File: config.mk
export PLATFORM = sky130hd
export DESIGN_NAME = two_sector_flash_log_policy
export DESIGN_NICKNAME = d
export VERILOG_FILES = /design/src/rtl/tsfl_pkg.sv /design/src/rtl/two_sector_flash_log_policy.sv
export SDC_FILE = /design/constraint.sdc
export NUM_CORES = 1
export LEC_CHECK = 0
export ABC_CLOCK_PERIOD_IN_PS = 6250
export BUFFER_PORTS_ARGS = -buffer_cell sky130_fd_sc_hd__clkbuf_2
export CORE_ASPECT_RATIO = 2
export CORE_MARGIN = 2
export CORE_UTILIZATION = 53
export CTS_BUF_LIST = sky130_fd_sc_hd__clkbuf_4 sky130_fd_sc_hd__clkbuf_8
export DETAILED_ROUTE_END_ITERATION = 7
export GPL_TIMING_DRIVEN = 1
export HOLD_SLACK_MARGIN = 0.1
export PLACE_DENSITY = 0.8
export RECOVER_POWER = 25
export SLEW_MARGIN = 20
export SYNTH_ARGS = -nofsm -noshare
export SYNTH_HDL_FRONTEND = slang
export SYNTH_SLANG_ARGS = --single-unit
File: constraint.sdc
create_clock -name clk -period 6.25 [get_ports clk]
set_input_delay 0.625 -clock clk [delete_from_list [all_inputs] [get_ports clk]]
set_output_delay 0.625 -clock clk [all_outputs]
set_load 0.005 [all_outputs]
File: src/rtl/tsfl_pkg.sv
package tsfl_pkg;

  localparam int PAGES_PER_SECTOR = 16;
  localparam int IDX_W            = $clog2(PAGES_PER_SECTOR) + 1;
  localparam int PAGE_W           = 4;
  localparam int TGT_W            = 7;
  localparam int TGT_BYTE_W       = 8;
  localparam int TAG_W            = 64;
  localparam int OUT_IDX_W        = 5;
  localparam int APB_AW           = 3;
  localparam int APB_DW           = 32;

  localparam logic [TAG_W-1:0] LOG_TAG = 64'hAAAA_AAAA_AAAA_AAAA;

  // Page index of a sector, -1 when no page has been written.
  typedef logic signed [IDX_W-1:0] idx_t;

  localparam idx_t NO_PAGE  = idx_t'(-1);
  localparam idx_t LAST_IDX = idx_t'(PAGES_PER_SECTOR - 1);

  typedef enum logic [1:0] {
    REQ_SCAN   = 2'd0,
    REQ_FINISH = 2'd1,
    REQ_WRITE  = 2'd2
  } req_t;

  typedef enum logic [1:0] {
    LOAD_NONE   = 2'd0,
    LOAD_FIRST  = 2'd1,
    LOAD_SECOND = 2'd2
  } load_t;

  typedef enum logic [1:0] {
    BOOT_INVALID = 2'd0,
    BOOT_FIRST   = 2'd1,
    BOOT_SECOND  = 2'd2,
    BOOT_BOTH    = 2'd3
  } boot_t;

  localparam logic [APB_AW-1:0] ADDR_EXPECTED_TARGETS = 3'h0;

  // Next page to program, wrapping at the end of the sector.
  function automatic idx_t next_page(input idx_t idx);
    idx_t n;
    n = idx + idx_t'(1);
    if (idx == LAST_IDX) begin
      n = '0;
    end
    return n;
  endfunction

  // Low bits of an index as reported on the result channel.
  function automatic logic [OUT_IDX_W-1:0] idx_out(input idx_t idx);
    logic signed [31:0] wide;
    wide = 32'(idx);
    return wide[OUT_IDX_W-1:0];
  endfunction

endpackage

File: src/rtl/two_sector_flash_log_policy.sv
// Placement policy for a flash log that keeps one record per page over two
// sectors. Words enter on the in_ channel (valid/ready): scan words report one
// page pair from the highest page down, a finish word ends the boot scan and
// orders repair erases, a write word places a changed record. Every word gives
// exactly one result word on the out_ channel (valid/ready) with program, erase
// and load decisions and both sectors' last written page.
// The word is captured in an input register and decided on the way into the
// output register; one word per cycle is sustained while out_ready stays high.
// The combinational path is the index compare and increment logic between the
// two registers. When the receiver stalls, the output register holds its word
// and the input register takes one more; in_ready drops only when both are
// full. The expected target mask is written over the APB-style port at
// address 0; the user must do so only while no word is in flight, and the
// block itself does not enforce it. pready is always high. A synchronous
// reset (rst_n low) empties both registers, sets both last page indices to
// none, clears the found and record flags and the target mask.
module two_sector_flash_log_policy (
  input  logic                               clk,
  input  logic                               rst_n,
  input  logic                               in_valid,
  output logic                               in_ready,
  input  logic [1:0]                         in_req_type,
  input  logic [tsfl_pkg::PAGE_W-1:0]        in_page_index,
  input  logic                               in_first_page_erased,
  input  logic                               in_second_page_erased,
  input  logic [tsfl_pkg::TAG_W-1:0]         in_first_page_tag,
  input  logic [tsfl_pkg::TGT_BYTE_W-1:0]    in_first_page_targets,
  input  logic [tsfl_pkg::TAG_W-1:0]         in_second_page_tag,
  input  logic [tsfl_pkg::TGT_BYTE_W-1:0]    in_second_page_targets,
  input  logic                               in_record_differs,
  output logic                               out_valid,
  input  logic                               out_ready,
  output logic                               out_program_request,
  output logic                               out_program_sector,
  output logic [tsfl_pkg::PAGE_W-1:0]        out_program_page,
  output logic                               out_erase_first,
  output logic                               out_erase_second,
  output logic [1:0]                         out_load_source,
  output logic [1:0]                         out_boot_status,
  output logic signed [tsfl_pkg::OUT_IDX_W-1:0] out_first_last,
  output logic signed [tsfl_pkg::OUT_IDX_W-1:0] out_second_last,
  input  logic                               psel,
  input  logic                               penable,
  input  logic                               pwrite,
  input  logic [tsfl_pkg::APB_AW-1:0]        paddr,
  input  logic [tsfl_pkg::APB_DW-1:0]        pwdata,
  output logic [tsfl_pkg::APB_DW-1:0]        prdata,
  output logic                               pready
);

  // Configuration register.
  logic [tsfl_pkg::TGT_W-1:0] expected_targets_r;

  assign pready = 1'b1;

  always_ff @(posedge clk) begin
    if (!rst_n) begin
      expected_targets_r <= '0;
    end else if (psel && penable && pwrite && pready &&
                 paddr[tsfl_pkg::APB_AW-1] == 1'b0) begin
      expected_targets_r <= pwdata[tsfl_pkg::TGT_W-1:0];
    end
  end

  always_comb begin
    prdata = '0;
    if (paddr[tsfl_pkg::APB_AW-1] == 1'b0) begin
      prdata = tsfl_pkg::APB_DW'(expected_targets_r);
    end
  end

  // Input register.
  logic                            s0_valid_r;
  logic [1:0]                      s0_req_r;
  logic [tsfl_pkg::PAGE_W-1:0]     s0_page_r;
  logic                            s0_first_erased_r;
  logic                            s0_second_erased_r;
  logic [tsfl_pkg::TAG_W-1:0]      s0_first_tag_r;
  logic [tsfl_pkg::TGT_BYTE_W-1:0] s0_first_tgt_r;
  logic [tsfl_pkg::TAG_W-1:0]      s0_second_tag_r;
  logic [tsfl_pkg::TGT_BYTE_W-1:0] s0_second_tgt_r;
  logic                            s0_differs_r;
  logic                            out_valid_r;
  logic                            advance;

  assign advance  = s0_valid_r && (!out_valid_r || out_ready);
  assign in_ready = !s0_valid_r || advance;

  always_ff @(posedge clk) begin
    if (!rst_n) begin
      s0_valid_r <= 1'b0;
    end else if (in_ready) begin
      s0_valid_r <= in_valid;
    end
  end

  always_ff @(posedge clk) begin
    if (in_valid && in_ready) begin
      s0_req_r           <= in_req_type;
      s0_page_r          <= in_page_index;
      s0_first_erased_r  <= in_first_page_erased;
      s0_second_erased_r <= in_second_page_erased;
      s0_first_tag_r     <= in_first_page_tag;
      s0_first_tgt_r     <= in_first_page_targets;
      s0_second_tag_r    <= in_second_page_tag;
      s0_second_tgt_r    <= in_second_page_targets;
      s0_differs_r       <= in_record_differs;
    end
  end

  // Policy state.
  tsfl_pkg::idx_t first_last_r, first_last_nxt;
  tsfl_pkg::idx_t second_last_r, second_last_nxt;
  logic first_found_r, first_found_nxt;
  logic second_found_r, second_found_nxt;
  logic first_ok_r, first_ok_nxt;
  logic second_ok_r, second_ok_nxt;

  logic                        prog, psec, er1, er2;
  logic [tsfl_pkg::PAGE_W-1:0] ppage;
  logic [1:0]                  load, status;
  logic                        page_in_range;
  logic                        v1, v2;
  logic                        pair_ok;
  logic signed [tsfl_pkg::IDX_W:0] second_plus_one;
  logic [tsfl_pkg::TGT_BYTE_W-1:0] expected_byte;

  assign page_in_range   = 32'(s0_page_r) < 32'(tsfl_pkg::PAGES_PER_SECTOR);
  assign expected_byte   = tsfl_pkg::TGT_BYTE_W'(expected_targets_r);
  assign second_plus_one = (tsfl_pkg::IDX_W+1)'(second_last_r) + (tsfl_pkg::IDX_W+1)'(1);
  // Consistent pairs: equal indices, first one ahead, or first erased after a
  // full second sector.
  assign pair_ok = (first_last_r == second_last_r) ||
                   ((tsfl_pkg::IDX_W+1)'(first_last_r) == second_plus_one) ||
                   (first_last_r == tsfl_pkg::NO_PAGE &&
                    second_last_r == tsfl_pkg::LAST_IDX);

  always_comb begin
    first_last_nxt   = first_last_r;
    second_last_nxt  = second_last_r;
    first_found_nxt  = first_found_r;
    second_found_nxt = second_found_r;
    first_ok_nxt     = first_ok_r;
    second_ok_nxt    = second_ok_r;
    prog   = 1'b0;
    psec   = 1'b0;
    ppage  = '0;
    er1    = 1'b0;
    er2    = 1'b0;
    load   = tsfl_pkg::LOAD_NONE;
    status = tsfl_pkg::BOOT_INVALID;
    v1     = 1'b0;
    v2     = 1'b0;
    case (s0_req_r)
      tsfl_pkg::REQ_SCAN: begin
        if (page_in_range) begin
          if (!first_found_r && !s0_first_erased_r) begin
            first_found_nxt = 1'b1;
            first_last_nxt  = tsfl_pkg::idx_t'(s0_page_r);
            first_ok_nxt    = (s0_first_tag_r == tsfl_pkg::LOG_TAG) &&
                              (s0_first_tgt_r == expected_byte);
          end
          if (!second_found_r && !s0_second_erased_r) begin
            second_found_nxt = 1'b1;
            second_last_nxt  = tsfl_pkg::idx_t'(s0_page_r);
            second_ok_nxt    = (s0_second_tag_r == tsfl_pkg::LOG_TAG) &&
                               (s0_second_tgt_r == expected_byte);
          end
        end
      end
      tsfl_pkg::REQ_FINISH: begin
        // Repair what an interrupted write or erase can leave behind.
        if (first_last_r == tsfl_pkg::LAST_IDX && second_last_r == tsfl_pkg::LAST_IDX) begin
          er1            = 1'b1;
          first_last_nxt = tsfl_pkg::NO_PAGE;
          first_ok_nxt   = 1'b0;
        end else if (first_last_r == '0 && second_last_r == tsfl_pkg::LAST_IDX) begin
          er2             = 1'b1;
          second_last_nxt = tsfl_pkg::NO_PAGE;
          second_ok_nxt   = 1'b0;
        end else if (!pair_ok) begin
          er1             = 1'b1;
          er2             = 1'b1;
          first_last_nxt  = tsfl_pkg::NO_PAGE;
          second_last_nxt = tsfl_pkg::NO_PAGE;
          first_ok_nxt    = 1'b0;
          second_ok_nxt   = 1'b0;
        end
        v1 = (first_last_nxt != tsfl_pkg::NO_PAGE) && first_ok_nxt;
        v2 = (second_last_nxt != tsfl_pkg::NO_PAGE) && second_ok_nxt;
        if (v1 && v2) begin
          status = tsfl_pkg::BOOT_BOTH;
          load   = (first_last_nxt == second_last_nxt) ? tsfl_pkg::LOAD_SECOND
                                                       : tsfl_pkg::LOAD_FIRST;
        end else if (v1) begin
          status = tsfl_pkg::BOOT_FIRST;
          load   = tsfl_pkg::LOAD_FIRST;
        end else if (v2) begin
          status = tsfl_pkg::BOOT_SECOND;
          load   = (first_last_nxt <= second_last_nxt) ? tsfl_pkg::LOAD_SECOND
                                                       : tsfl_pkg::LOAD_NONE;
        end
        first_found_nxt  = 1'b0;
        second_found_nxt = 1'b0;
      end
      tsfl_pkg::REQ_WRITE: begin
        if (s0_differs_r) begin
          prog = 1'b1;
          if (first_last_r == second_last_r) begin
            first_last_nxt = tsfl_pkg::next_page(first_last_r);
            psec           = 1'b0;
            ppage          = first_last_nxt[tsfl_pkg::PAGE_W-1:0];
            er2            = (second_last_r == tsfl_pkg::LAST_IDX);
          end else begin
            second_last_nxt = tsfl_pkg::next_page(second_last_r);
            psec            = 1'b1;
            ppage           = second_last_nxt[tsfl_pkg::PAGE_W-1:0];
            er1             = (first_last_r == tsfl_pkg::LAST_IDX);
          end
        end
      end
      default: begin
      end
    endcase
  end

  always_ff @(posedge clk) begin
    if (!rst_n) begin
      first_last_r   <= tsfl_pkg::NO_PAGE;
      second_last_r  <= tsfl_pkg::NO_PAGE;
      first_found_r  <= 1'b0;
      second_found_r <= 1'b0;
      first_ok_r     <= 1'b0;
      second_ok_r    <= 1'b0;
    end else if (advance) begin
      first_last_r   <= first_last_nxt;
      second_last_r  <= second_last_nxt;
      first_found_r  <= first_found_nxt;
      second_found_r <= second_found_nxt;
      first_ok_r     <= first_ok_nxt;
      second_ok_r    <= second_ok_nxt;
    end
  end

  // Output register.
  always_ff @(posedge clk) begin
    if (!rst_n) begin
      out_valid_r <= 1'b0;
    end else if (advance) begin
      out_valid_r <= 1'b1;
    end else if (out_ready) begin
      out_valid_r <= 1'b0;
    end
  end

  always_ff @(posedge clk) begin
    if (advance) begin
      out_program_request <= prog;
      out_program_sector  <= psec;
      out_program_page    <= ppage;
      out_erase_first     <= er1;
      out_erase_second    <= er2;
      out_load_source     <= load;
      out_boot_status     <= status;
      out_first_last      <= tsfl_pkg::idx_out(first_last_nxt);
      out_second_last     <= tsfl_pkg::idx_out(second_last_nxt);
    end
  end

  assign out_valid = out_valid_r;

`ifndef SYNTH
  a_full_stall_blocks_input: assert property (@(posedge clk) disable iff (!rst_n)
    (s0_valid_r && out_valid_r && !out_ready) |-> !in_ready)
    else $error("input accepted while both registers are held");

  a_program_not_with_load: assert property (@(posedge clk) disable iff (!rst_n)
    (out_valid && out_program_request) |->
      (out_load_source == tsfl_pkg::LOAD_NONE && out_boot_status == tsfl_pkg::BOOT_INVALID))
    else $error("program and boot load reported in one word");

  a_both_valid_loads: assert property (@(posedge clk) disable iff (!rst_n)
    (out_valid && out_boot_status == tsfl_pkg::BOOT_BOTH) |->
      out_load_source != tsfl_pkg::LOAD_NONE)
    else $error("both sectors valid but nothing to load");

  a_double_erase_clears: assert property (@(posedge clk) disable iff (!rst_n)
    (out_valid && out_erase_first && out_erase_second) |->
      (!out_program_request && out_first_last == '1 && out_second_last == '1))
    else $error("double erase left a page index behind");

  a_finish_clears_found: assert property (@(posedge clk) disable iff (!rst_n)
    (advance && s0_req_r == tsfl_pkg::REQ_FINISH) |=> (!first_found_r && !second_found_r))
    else $error("found flags survived a finish word");
`endif

endmodule

---- Word level (Yosys, flattened, before mapping) ----
Index checks and enable logic that the tools add are counted.
cells by class
  $lt $le $gt $ge ......................... 1
  muxes and demuxes ....................... 59
  $add $sub $neg .......................... 3
  bitwise logic cells ..................... 1
  eq/ne operators ......................... 16
  reduce and logical (&&, ||, !) cells .... 32
operator list
  operator                number
  $eq A64 B64 Y1 const B  2
  $mux W5                 16
  $pmux W5 S3             2
  $mux W1                 25
  $eq A8 B7 Y1            2
  $mux W2                 8
  $logic_and A1 B1 Y1     15
  $pmux W1 S2             6
  $add A5 B2 Y5 const B   2
  $eq A5 B5 Y1            2
  $eq A5 B5 Y1 const B    2
  $ne A5 B1 Y1 const B    2
  $mux W7                 1
  $add A5 B2 Y6 const B   1
  $eq A5 B6 Y1            1
  $logic_not A1 Y1        6
  $reduce_and A3 Y1       2
  $eq A5 B1 Y1 const B    1
  $le A5 B5 Y1            1
  $logic_not A5 Y1        1
  $logic_or A1 B1 Y1      4
  $mux W4                 1
  $ne A2 B2 Y1 const B    2
  $reduce_bool A2 Y1      2
  5 further kinds         5
word-level totals
  bits of input ports ..................... 195
  word-level logic and storage cells ...... 139
  register bits ........................... 198

---- Longest topological paths before layout ----
Gate-level depths: netlist of run 1.
  depth after elaboration ................. 13
  gate-level depth with buffers ........... 17

---- Worst setup path after synthesis of run 1 ----
Ideal clock, no wire load.
  path type ............................... input to register
  start point ............................. input port out_ready
  end point ............................... register s0_differs_r, enable pin
  slack ................................... 1.443 ns
  arrival ................................. 4.276 ns
  path buffers ............................ 0
  stages .................................. 3
  cells stage by stage .................... nor2b_1 nand2_1 and2_1
between the ends
  cells in the longest elaborated chain, start to end .. 4
RTL lines
  item                  line                                text
  from (decl)           two_sector_flash_log_policy.sv:32   input logic out_ready,
  $logic_or A1 B1 Y1    two_sector_flash_log_policy.sv:86   assign advance = s0_valid_r && (!out_valid_r || out_ready);
  $logic_and A1 B1 Y1   two_sector_flash_log_policy.sv:86
  $logic_or A1 B1 Y1    two_sector_flash_log_policy.sv:87   assign in_ready = !s0_valid_r || advance;
  named net in_ready    two_sector_flash_log_policy.sv:21   output logic in_ready,
  $logic_and A1 B1 Y1   two_sector_flash_log_policy.sv:98   if (in_valid && in_ready) begin
  to (signal assigned)  two_sector_flash_log_policy.sv:107  s0_differs_r <= in_record_differs;
  to (decl)             two_sector_flash_log_policy.sv:82   logic s0_differs_r;
The timed path passes the listed nets, and every way through them passes these cells.
A chain may end at the register's enable or synchronous reset.

---- Final worst setup path of run 1 ----
  start point ............................. register second_last_r[0]
  end point ............................... register out_load_source[1] (data pin)
between the ends
  cells in the longest elaborated chain, start to end .. 13
  elaborated cells on any way between the ends .. 37
RTL lines
  item                                            line                                                                    text
  from (decl)                                     two_sector_flash_log_policy.sv:113                                      tsfl_pkg::idx_t second_last_r, second_last_nxt;
  from (signal assigned)                          two_sector_flash_log_policy.sv:230                                      second_last_r <= tsfl_pkg::NO_PAGE;
  from (signal assigned)                          two_sector_flash_log_policy.sv:237                                      second_last_r <= second_last_nxt;
  $add A5 B2 Y6                                   two_sector_flash_log_policy.sv:130                                      assign second_plus_one = (tsfl_pkg::IDX_W+1)'(second_last_r) + (tsfl_pkg::IDX_W+1)'(1);
  $eq A5 B6 Y1                                    two_sector_flash_log_policy.sv:134                                      ((tsfl_pkg::IDX_W+1)'(first_last_r) == second_plus_one) ||
  $logic_or A1 B1 Y1                              two_sector_flash_log_policy.sv:133                                      assign pair_ok = (first_last_r == second_last_r) ||
  $logic_or A1 B1 Y1                              two_sector_flash_log_policy.sv:134
  $mux W5                                         two_sector_flash_log_policy.sv:181                                      end else if (!pair_ok) begin
  $mux W5                                         two_sector_flash_log_policy.sv:177                                      end else if (first_last_r == '0 && second_last_r == tsfl_pkg::LAST_IDX) begin
  $mux W5                                         two_sector_flash_log_policy.sv:173                                      if (first_last_r == tsfl_pkg::LAST_IDX && second_last_r == tsfl_pkg::LAST_IDX) begin
  $mux W5                                         two_sector_flash_log_policy.sv:154                                      case (s0_req_r)
  $le A5 B5 Y1 or $ne A5 B1 Y1 (tied branches)    two_sector_flash_log_policy.sv:200, two_sector_flash_log_policy.sv:190
  $mux W2 or $logic_and A1 B1 Y1 (tied branches)  two_sector_flash_log_policy.sv:200, two_sector_flash_log_policy.sv:190
  $mux W2                                         two_sector_flash_log_policy.sv:198                                      end else if (v2) begin
  $mux W2                                         two_sector_flash_log_policy.sv:195                                      end else if (v1) begin
  $mux W2 (*)                                     two_sector_flash_log_policy.sv:191                                      if (v1 && v2) begin
  to (signal assigned)                            two_sector_flash_log_policy.sv:263                                      out_load_source <= load;
  to (decl)                                       two_sector_flash_log_policy.sv:38                                       output logic [1:0] out_load_source,
Mark *: on every way between the ends. The rest lies on a longest branch, timed or not. The select of a mux whose other input is x is not followed.

==> results.toml, run 1 <==
[outcome]
status = "completed"

[synthesis]
synth_ff_type = "sky130_fd_sc_hd__edfxtp_1"
post-synth-top-area-fraction_pct = 62.15
yosys.area.top_type = "sky130_fd_sc_hd__edfxtp_1"
synth.yosys.seq_area_share_pct = 67.59
synthesized_instance_count = 608
synth_top_cells_by_area = "sky130_fd_sc_hd__edfxtp_1 62%, sky130_fd_sc_hd__dfxtp_1 5.4%, sky130_fd_sc_hd__buf_4 2.6%"
synth_warnings = 0
async_set_reset_flop_share_out_of_synthesis_pct = 0
post_synth_num_cell_types = 73
postSynthAreaPerCell_um2 = 13.91
synth_edf_count = 175
mappedNetlistArea_mm2 = 0.008456
ys_ff_latch = 198

[drt]
drc = 0
met3_length_um = 1312
firstDrtPassIters = 5
routed_wire_length_per_instance_um = 19.06
detail_route.iter0.violations = 251
drt-total-wl_um = 19420
highest-signal-layer = "met4"
route.detailed.vias_per_inst = 5.559
num_vias = 5665
drt-met1-wl_um = 5791
detailroute.wirelength.met2_um = 11160
ant_nets = 0

[global_route]
grt_pass1_wl_um = 29180
maximum_number_of_pins_on_one_net_before_global_route_repair = 73
globalRouteOverflowTotal = 0
global_route.usage.total_pct = 23.32
grt_pass1_vias = 5888
grt_antenna_before_repair = 0

[cts]
clock_latency_on_the_worst_skew_pair_ns = 0.48
cts.repair_timing.setup_buffer_count = 0
clock-root-buffer = "sky130_fd_sc_hd__clkbuf_8"
tritoncts = "done"
cts.path.max_buffers = 2
tritoncts.num_buffers = 17
clkTransAtPathRegs_ns = 0.11
numClockSinks = 198
cts.repair.resized = 0
cts_htree_levels = 4
cts_hold_repair.buffers = 0

[timing]
layout_min_cycle_time_ns = 3.965
report.final.setup_viol = 0
slew-limit-headroom_pct = 41.70
timing.final.hold_violations = 0
max_slew.worst_pin.slew_ns = 0.8712
setup_slack_ns = 2.285
fin_skew_ns = 0.01316
drv_slew = 0
timing.setup.tns_ns = 0
fmax_mhz = 252.2
layout_worst_path_cycle_share_pct = 63.44
setup_repair_after_global_routing_missed_its_margin = "no"

[floorplan]
chipWidth_um = 93.32
core_mm2 = 0.01570
std_cell_rows = 65
dieHeight_um = 182.6
io-pin-count = 252
floorplan.initialDensity_pct = 53.87
die-area_mm2 = 0.01704

[placed_design]
place_hpwl_um = 14840
placed_cells = 987
detailedPlace.worstSlack_ns = 2.331
portBuffers = 198
place_congestion = 0.9542

[cells_and_area]
nNetsFinal = 1014
layout-drive-gt1-share_pct = 31.17
final_antenna_diode_count = 0
synthToLayoutAreaGrowth_pct = 16.94
stdcell_count = 1019

[setup_path]
critPathMostFrequentCell = "sky130_fd_sc_hd__ha_1"
worst_setup_path_start_kind = "register"
cp_data_required_time_ns = 6.58
r2r.worst_path.cells = 15
crit_fanout = 15
number_of_cells_on_the_critical_path = 15
delay_contributed_by_the_slowest_stage_of_the_critical_path_ns = 0.65
critical_path_buf_inv_count = 1
timing.critical_path.cells = "ha_1 -> nand3_1 -> inv_1 -> ha_1 -> nand2_1 -> nor4_1 -> o21bai_2 -> nor2_1 -> ha_1 -> nor2b_1 -> o21a_1 -> o21ai_0 -> a31oi_1 -> a2111o_1 -> a21oi_1"
critical_path.endpoint_type = "register"
largest_delay_share_family_worst_path = "compound AO/OA/AOI/OAI gates"
worstPathArrival_ns = 4.29
worst_path_max_delay_cell = "sky130_fd_sc_hd__dfxtp_1"
crit_type = "reg2reg"

[power]
max-vdd-ir-drop_uv = 296.0
powerDensity_mw_per_mm2 = 277.1
leakage_nw = 3.982
design_power_total_mw = 2.740

[hold_path]
number_of_cells_on_the_worst_hold_path = 1
min-delay-path-class = "in2reg"

[run]
cap_viol_max_count = 0
cell families after synthesis:
| family | Yosys count | synth area share (%) |
|---|---|---|
| flip-flops | 198 | 67.59 |
| AND/OR/NAND/NOR | 183 | 12.49 |
| AO/OA/AOI/OAI | 101 | 8.094 |
| buffers and inverters | 70 | 4.853 |
| XOR/XNOR | 26 | 3.107 |
| adder cells (fa/ha/maj) | 14 | 2.072 |
| multiplexers | 14 | 1.702 |
| other | 2 | 0.08882 |
area by class of cell:
class / count / area [µm²]
well taps: 201 / 251.5
fillers: 1215 / 5808
flip-flops and latches: 198 / 5715
clock buffers: 18 / 241.5
clock inverters: 14 / 146.4
repair buffers: 204 / 1036
multi-input cells: 364 / 2422
inverters: 20 / 75.07
state kept, by name (all words and copies together), names as in the netlist, 2 cells and up:
register and cells:
expected_targets_r 7, first_last_r 5, out_boot_status 2, out_first_last 5, out_load_source 2, out_program_page 4
out_second_last 5, s0_first_tag_r 64, s0_first_tgt_r 8, s0_page_r 4, s0_req_r 2, s0_second_tag_r 64
s0_second_tgt_r 8, second_last_r 5
cells in the final DEF, fill, tap and decap left out, drive strengths merged, types with 4 or more instances in the layout:
cell type	instances
clkbuf	216
edfxtp	175
nor2	54
conb	26
o21ai	25
a21oi	24
inv	24
dfxtp	23
nand2	21
nor4bb	20
xnor2	18
nor3	16
ha	14
nand3	14
nand4	13
mux2i	11
nor2b	11
o22ai	9
nor4	8
clkinv	8
a211oi	7
xor2	6
buf	6
a31oi	5
and3	5
a311o	4
nor4b	4
per-layer routing:
metal / global-route usage, % / up-vias
li1: - / 2649
met5: 0 / -
met1: 21.20 / 2645
met3: 5.285 / 70
met2: 43.88 / 301
met4: 15.76 / 0
metrics by stage:
step | hold slack, ns | utilization (%) | cell area (µm²)
2_1_floorplan | 0.4470 | - | 8546
3_3_place_gp | 0.4626 | 60.53 | 9500
3_5_place_dp | 0.4639 | 60.53 | 9500
4_1_cts | 0.2900 | 63.00 | 9888
5_1_grt | 0.2953 | 63.00 | 9888
6_report | 0.3158 | 63.00 | 9888
final timing paths:
kind	end	startpoint	slack, ns
worst max-delay path	out_load_source[1]	second_last_r[0]	2.28
worst min-delay path	s0_differs_r	in_record_differs	0.32
worst max register to register	out_load_source[1]	second_last_r[0]	2.28
worst min register to register	first_ok_r	first_ok_r	0.48
power by group:
group          internal [mW]  total (mW)  switching [mW]
Clock                  0.332       0.795           0.462
Combinational          0.150       0.373           0.223
Sequential              1.53        1.57          0.0457
Total                   2.01        2.74           0.731
worst reg2reg max path: stages (launching register included):
cell	delay, ns
sky130_fd_sc_hd__dfxtp_1	0.65
sky130_fd_sc_hd__ha_1	0.31
sky130_fd_sc_hd__nand3_1	0.12
sky130_fd_sc_hd__inv_1	0.10
sky130_fd_sc_hd__ha_1	0.36
sky130_fd_sc_hd__nand2_1	0.09
sky130_fd_sc_hd__nor4_1	0.30
sky130_fd_sc_hd__o21bai_2	0.39
sky130_fd_sc_hd__nor2_1	0.10
sky130_fd_sc_hd__ha_1	0.31
sky130_fd_sc_hd__nor2b_1	0.13
sky130_fd_sc_hd__o21a_1	0.16
sky130_fd_sc_hd__o21ai_0	0.17
sky130_fd_sc_hd__a31oi_1	0.12
sky130_fd_sc_hd__a2111o_1	0.41
sky130_fd_sc_hd__a21oi_1	0.13
synth_stat cells, drive strengths merged, types with 11 or more instances:
library cell,instances
a21oi,24
buf,41
dfxtp,23
edfxtp,175
ha,14
inv,19
mux2i,11
nand2,21
nand3,14
nand4,13
nor2,54
nor2b,11
nor3,16
nor4bb,20
o21ai,25
xnor2,18
Power figures use the tool's default switching activity.
==> run 2: changes to the inputs <==
--- a/config.mk
+++ b/config.mk
@@ -5,7 +5,8 @@
 export SDC_FILE = /design/constraint.sdc
 export NUM_CORES = 1
 export LEC_CHECK = 0
-export ABC_CLOCK_PERIOD_IN_PS = 6250
+export ABC_AREA = 1
+export ABC_CLOCK_PERIOD_IN_PS = 3800
 export BUFFER_PORTS_ARGS = -buffer_cell sky130_fd_sc_hd__clkbuf_2
 export CORE_ASPECT_RATIO = 2
 export CORE_MARGIN = 2
==> constraint.sdc (replaced) <==
create_clock -name clk -period 3.8 [get_ports clk]
set_input_delay 0.38 -clock clk [delete_from_list [all_inputs] [get_ports clk]]
set_output_delay 0.38 -clock clk [all_outputs]
set_load 0.005 [all_outputs]
==> results.toml, run 2 <==
[setup_path]
cp_data_required_time_ns = 4.13
critical_path.reg2reg.endpoint = "out_load_source[1]"
crit-reg2reg-launch = "second_last_r[0]"
timing.critical_path.cells = "ha_1 -> nand2_1 -> nor2_1 -> ha_1 -> inv_1 -> nor3_1 -> nor2_4 -> nand3_2 -> nand2_2 -> inv_4 -> nand2_2 -> ha_1 -> a21o_1 -> o21ai_0 -> a31oi_1 -> a21oi_1 -> nand2_1 -> a21oi_2"
worstPathArrival_ns = 3.68
critPathMostFrequentCell = "sky130_fd_sc_hd__ha_1"
crit_fanout = 7
r2r_setup_slack_ns = 0.45
delay_contributed_by_the_slowest_stage_of_the_critical_path_ns = 0.47
worst_setup_path_start_kind = "register"
critical_path.endpoint_type = "register"
crit_type = "reg2reg"
worst_path_max_delay_cell = "sky130_fd_sc_hd__dfxtp_1"
r2r.worst_path.cells = 18

[timing]
report.final.setup_viol = 0
drv_slew = 0
setup_repair_after_global_routing_missed_its_margin = "no"
layout_worst_path_cycle_share_pct = 88.19
slew-limit-headroom_pct = 54.67
fin_skew_ns = 0.01429
setup_slack_ns = 0.4487
timing.final.hold_violations = 0
timing.setup.tns_ns = 0
layout_min_cycle_time_ns = 3.351
max_slew.worst_pin.slew_ns = 0.6799
fmax_mhz = 298.4

[placed_design]
portBuffers = 198
detailedPlace.worstSlack_ns = 0.5783
place_hpwl_um = 12980
place_congestion = 0.9967
dpl_cell_area_mm2 = 0.009503

[hold_path]
min-delay-path-class = "in2reg"
number_of_cells_on_the_worst_hold_path = 3
min_to = "expected_targets_r[4]"
timing.hold.worst.start = "pwdata[4]"

[synthesis]
synth.yosys.seq_area_share_pct = 68.07
synth_top_cells_by_area = "sky130_fd_sc_hd__edfxtp_1 63%, sky130_fd_sc_hd__dfxtp_1 5.5%, sky130_fd_sc_hd__nand2_1 4.4%"
ys_ff_latch = 198
mappedNetlistArea_mm2 = 0.008397
most_common_cell_in_the_netlist = "sky130_fd_sc_hd__edfxtp_1"
post-synth-top-area-fraction_pct = 62.58
async_set_reset_flop_share_out_of_synthesis_pct = 0
synth_ff_type = "sky130_fd_sc_hd__edfxtp_1"
post_synth_num_cell_types = 51
yosys.area.top_type = "sky130_fd_sc_hd__edfxtp_1"
synth_warnings = 0
postSynthAreaPerCell_um2 = 11.88
synthesized_instance_count = 707
netlist_top_cells_count = "175 x sky130_fd_sc_hd__edfxtp_1, 99 x sky130_fd_sc_hd__nand2_1, 79 x sky130_fd_sc_hd__inv_1"
synth_edf_count = 175

[cells_and_area]
sequential_cell_area_mm2 = 0.005715
layout-drive-gt1-share_pct = 24.88
most_frequent_standard_cell_in_the_layout_excluding_fill_and_tap_cells = "sky130_fd_sc_hd__clkbuf_2"
multi_input_comb_area_mm2 = 0.002165
finish.instance_area_mm2 = 0.01143
layout.cells.most_common_list = "190 x sky130_fd_sc_hd__clkbuf_2, 175 x sky130_fd_sc_hd__edfxtp_1, 153 x sky130_fd_sc_hd__dlygate4sd3_1"
biggestRegsByFlops = "s0_first_tag_r (64), s0_second_tag_r (64)"
nNetsFinal = 1273
synthToLayoutAreaGrowth_pct = 36.15
fin_util_pct = 73.21
fillerInstances = 1009
final_antenna_diode_count = 0

[global_route]
grt_pass1_vias = 6997
global_route.usage.total_pct = 28.05
maximum_number_of_pins_on_one_net_before_global_route_repair = 86
grt_antenna_before_repair = 0
grt_pass1_wl_um = 35670
globalRouteOverflowTotal = 0

[power]
leakage_nw = 4.927
powerDensity_mw_per_mm2 = 406.0
max-vdd-ir-drop_uv = 377.0

[floorplan]
die-area_mm2 = 0.01693
io-pin-count = 252
dieHeight_um = 182.0
std_cell_rows = 65
floorplan.initialDensity_pct = 53.77
chipWidth_um = 93
core_mm2 = 0.01562

[drt]
routed_wire_length_per_instance_um = 18.25
num_vias = 6782
drc = 0
firstDrtPassIters = 5
ant_nets = 0
route.detailed.vias_per_inst = 5.307
detail_route.iter0.violations = 532
drt-total-wl_um = 23320

[cts]
cts.path.max_buffers = 2
clock_latency_on_the_worst_skew_pair_ns = 0.48
numClockSinks = 198
clkTransAtPathRegs_ns = 0.10
tritoncts.num_buffers = 17
cts.repair_timing.setup_buffer_count = 0
cts_htree_levels = 4
tritoncts = "done"
clock-root-buffer = "sky130_fd_sc_hd__clkbuf_8"

[run]
cap_viol_max_count = 0

[outcome]
status = "completed"
-- run 2: cell count changes after synthesis, sizes merged, moves of 15 or more --
cell | previous run | this run
inv | 19 | 87
nand2 | 21 | 115
xnor2 | 18 | 3
a21oi | 24 | 42
nor4bb | 20 | 0
nand3 | 14 | 34
-- run 2: cell type report --
cell class | instances | share of cell area (%)
multi-input cells | 404 | 18.93
clock inverters | 12 | 1.270
flip-flops and latches | 198 | 49.99
well taps | 201 | 2.200
clock buffers | 20 | 2.298
repair buffers | 355 | 22.35
inverters | 88 | 2.955
-- run 2: power breakdown --
group          total, mW  switching, mW  internal, mW  leakage [nW]
clock network       1.41          0.779         0.631         0.209
registers           2.57         0.0622          2.51          1.89
logic              0.661          0.367         0.294          2.82
total               4.64           1.21          3.43          4.93
-- run 2: kinds of logic after synthesis --
kind of cell / count (synthesis) / synth area share, %
AOI/OAI and AO/OA: 99 / 7.018
xor gates and xnor gates: 7 / 0.8196
adders and majority gates: 14 / 2.086
buffers and inverters: 129 / 7.227
DFF: 198 / 68.07
other: 2 / 0.08944
and+or+nand+nor: 258 / 14.69
-- run 2: what timing repair did --
action / 4_1_cts / 5_1_grt
hold buffers: 153 / 0
gates resized for setup: 0 / 0
endpoints found under the hold margin: 153 / 0
-- run 2: worst max path at each step --
stage	start	endpoint	slack (ns)	cells past startpoint
after global placement	second_last_r[0]	out_load_source[1]	0.67	18
after CTS	second_last_r[0]	out_load_source[1]	0.55	18
after floorplan	out_ready	s0_differs_r	0.46	4
after detailed placement	second_last_r[0]	out_load_source[1]	0.58	18
final	second_last_r[0]	out_load_source[1]	0.45	18
after global routing	second_last_r[0]	out_load_source[1]	0.27	18
-- run 2: critical path, delay by kind of cell (launching register included) --
kind / cells / cell delay (ns)
and+or+nand+nor: 8 / 0.99
adders and majority gates: 3 / 0.87
DFF: 1 / 0.47
buffers and inverters: 2 / 0.20
AOI/OAI and AO/OA: 5 / 0.69
-- run 2: routing by layer --
metal  vias to the layer above  wire (µm)  share of wire, %  global-route usage [%]
met2                       437      12080                52                   48.58
met4                         0        959               4.1                   13.82
met3                        64       1930               8.3                   5.062
li1                       3125          -                 -                       -
met5                         -          0                 0                       0
met1                      3156       8355                36                   33.15
-- run 2: through the flow --
step	total power [mW]	std cells	hold WS, ns
detailed placement	3.116	1093	0.5227
floorplan	2.943	731	0.4789
global route	4.806	1278	0.1777
global placement	3.099	1093	0.5138
finish	4.641	1278	0.1890
CTS	4.592	1278	0.1635
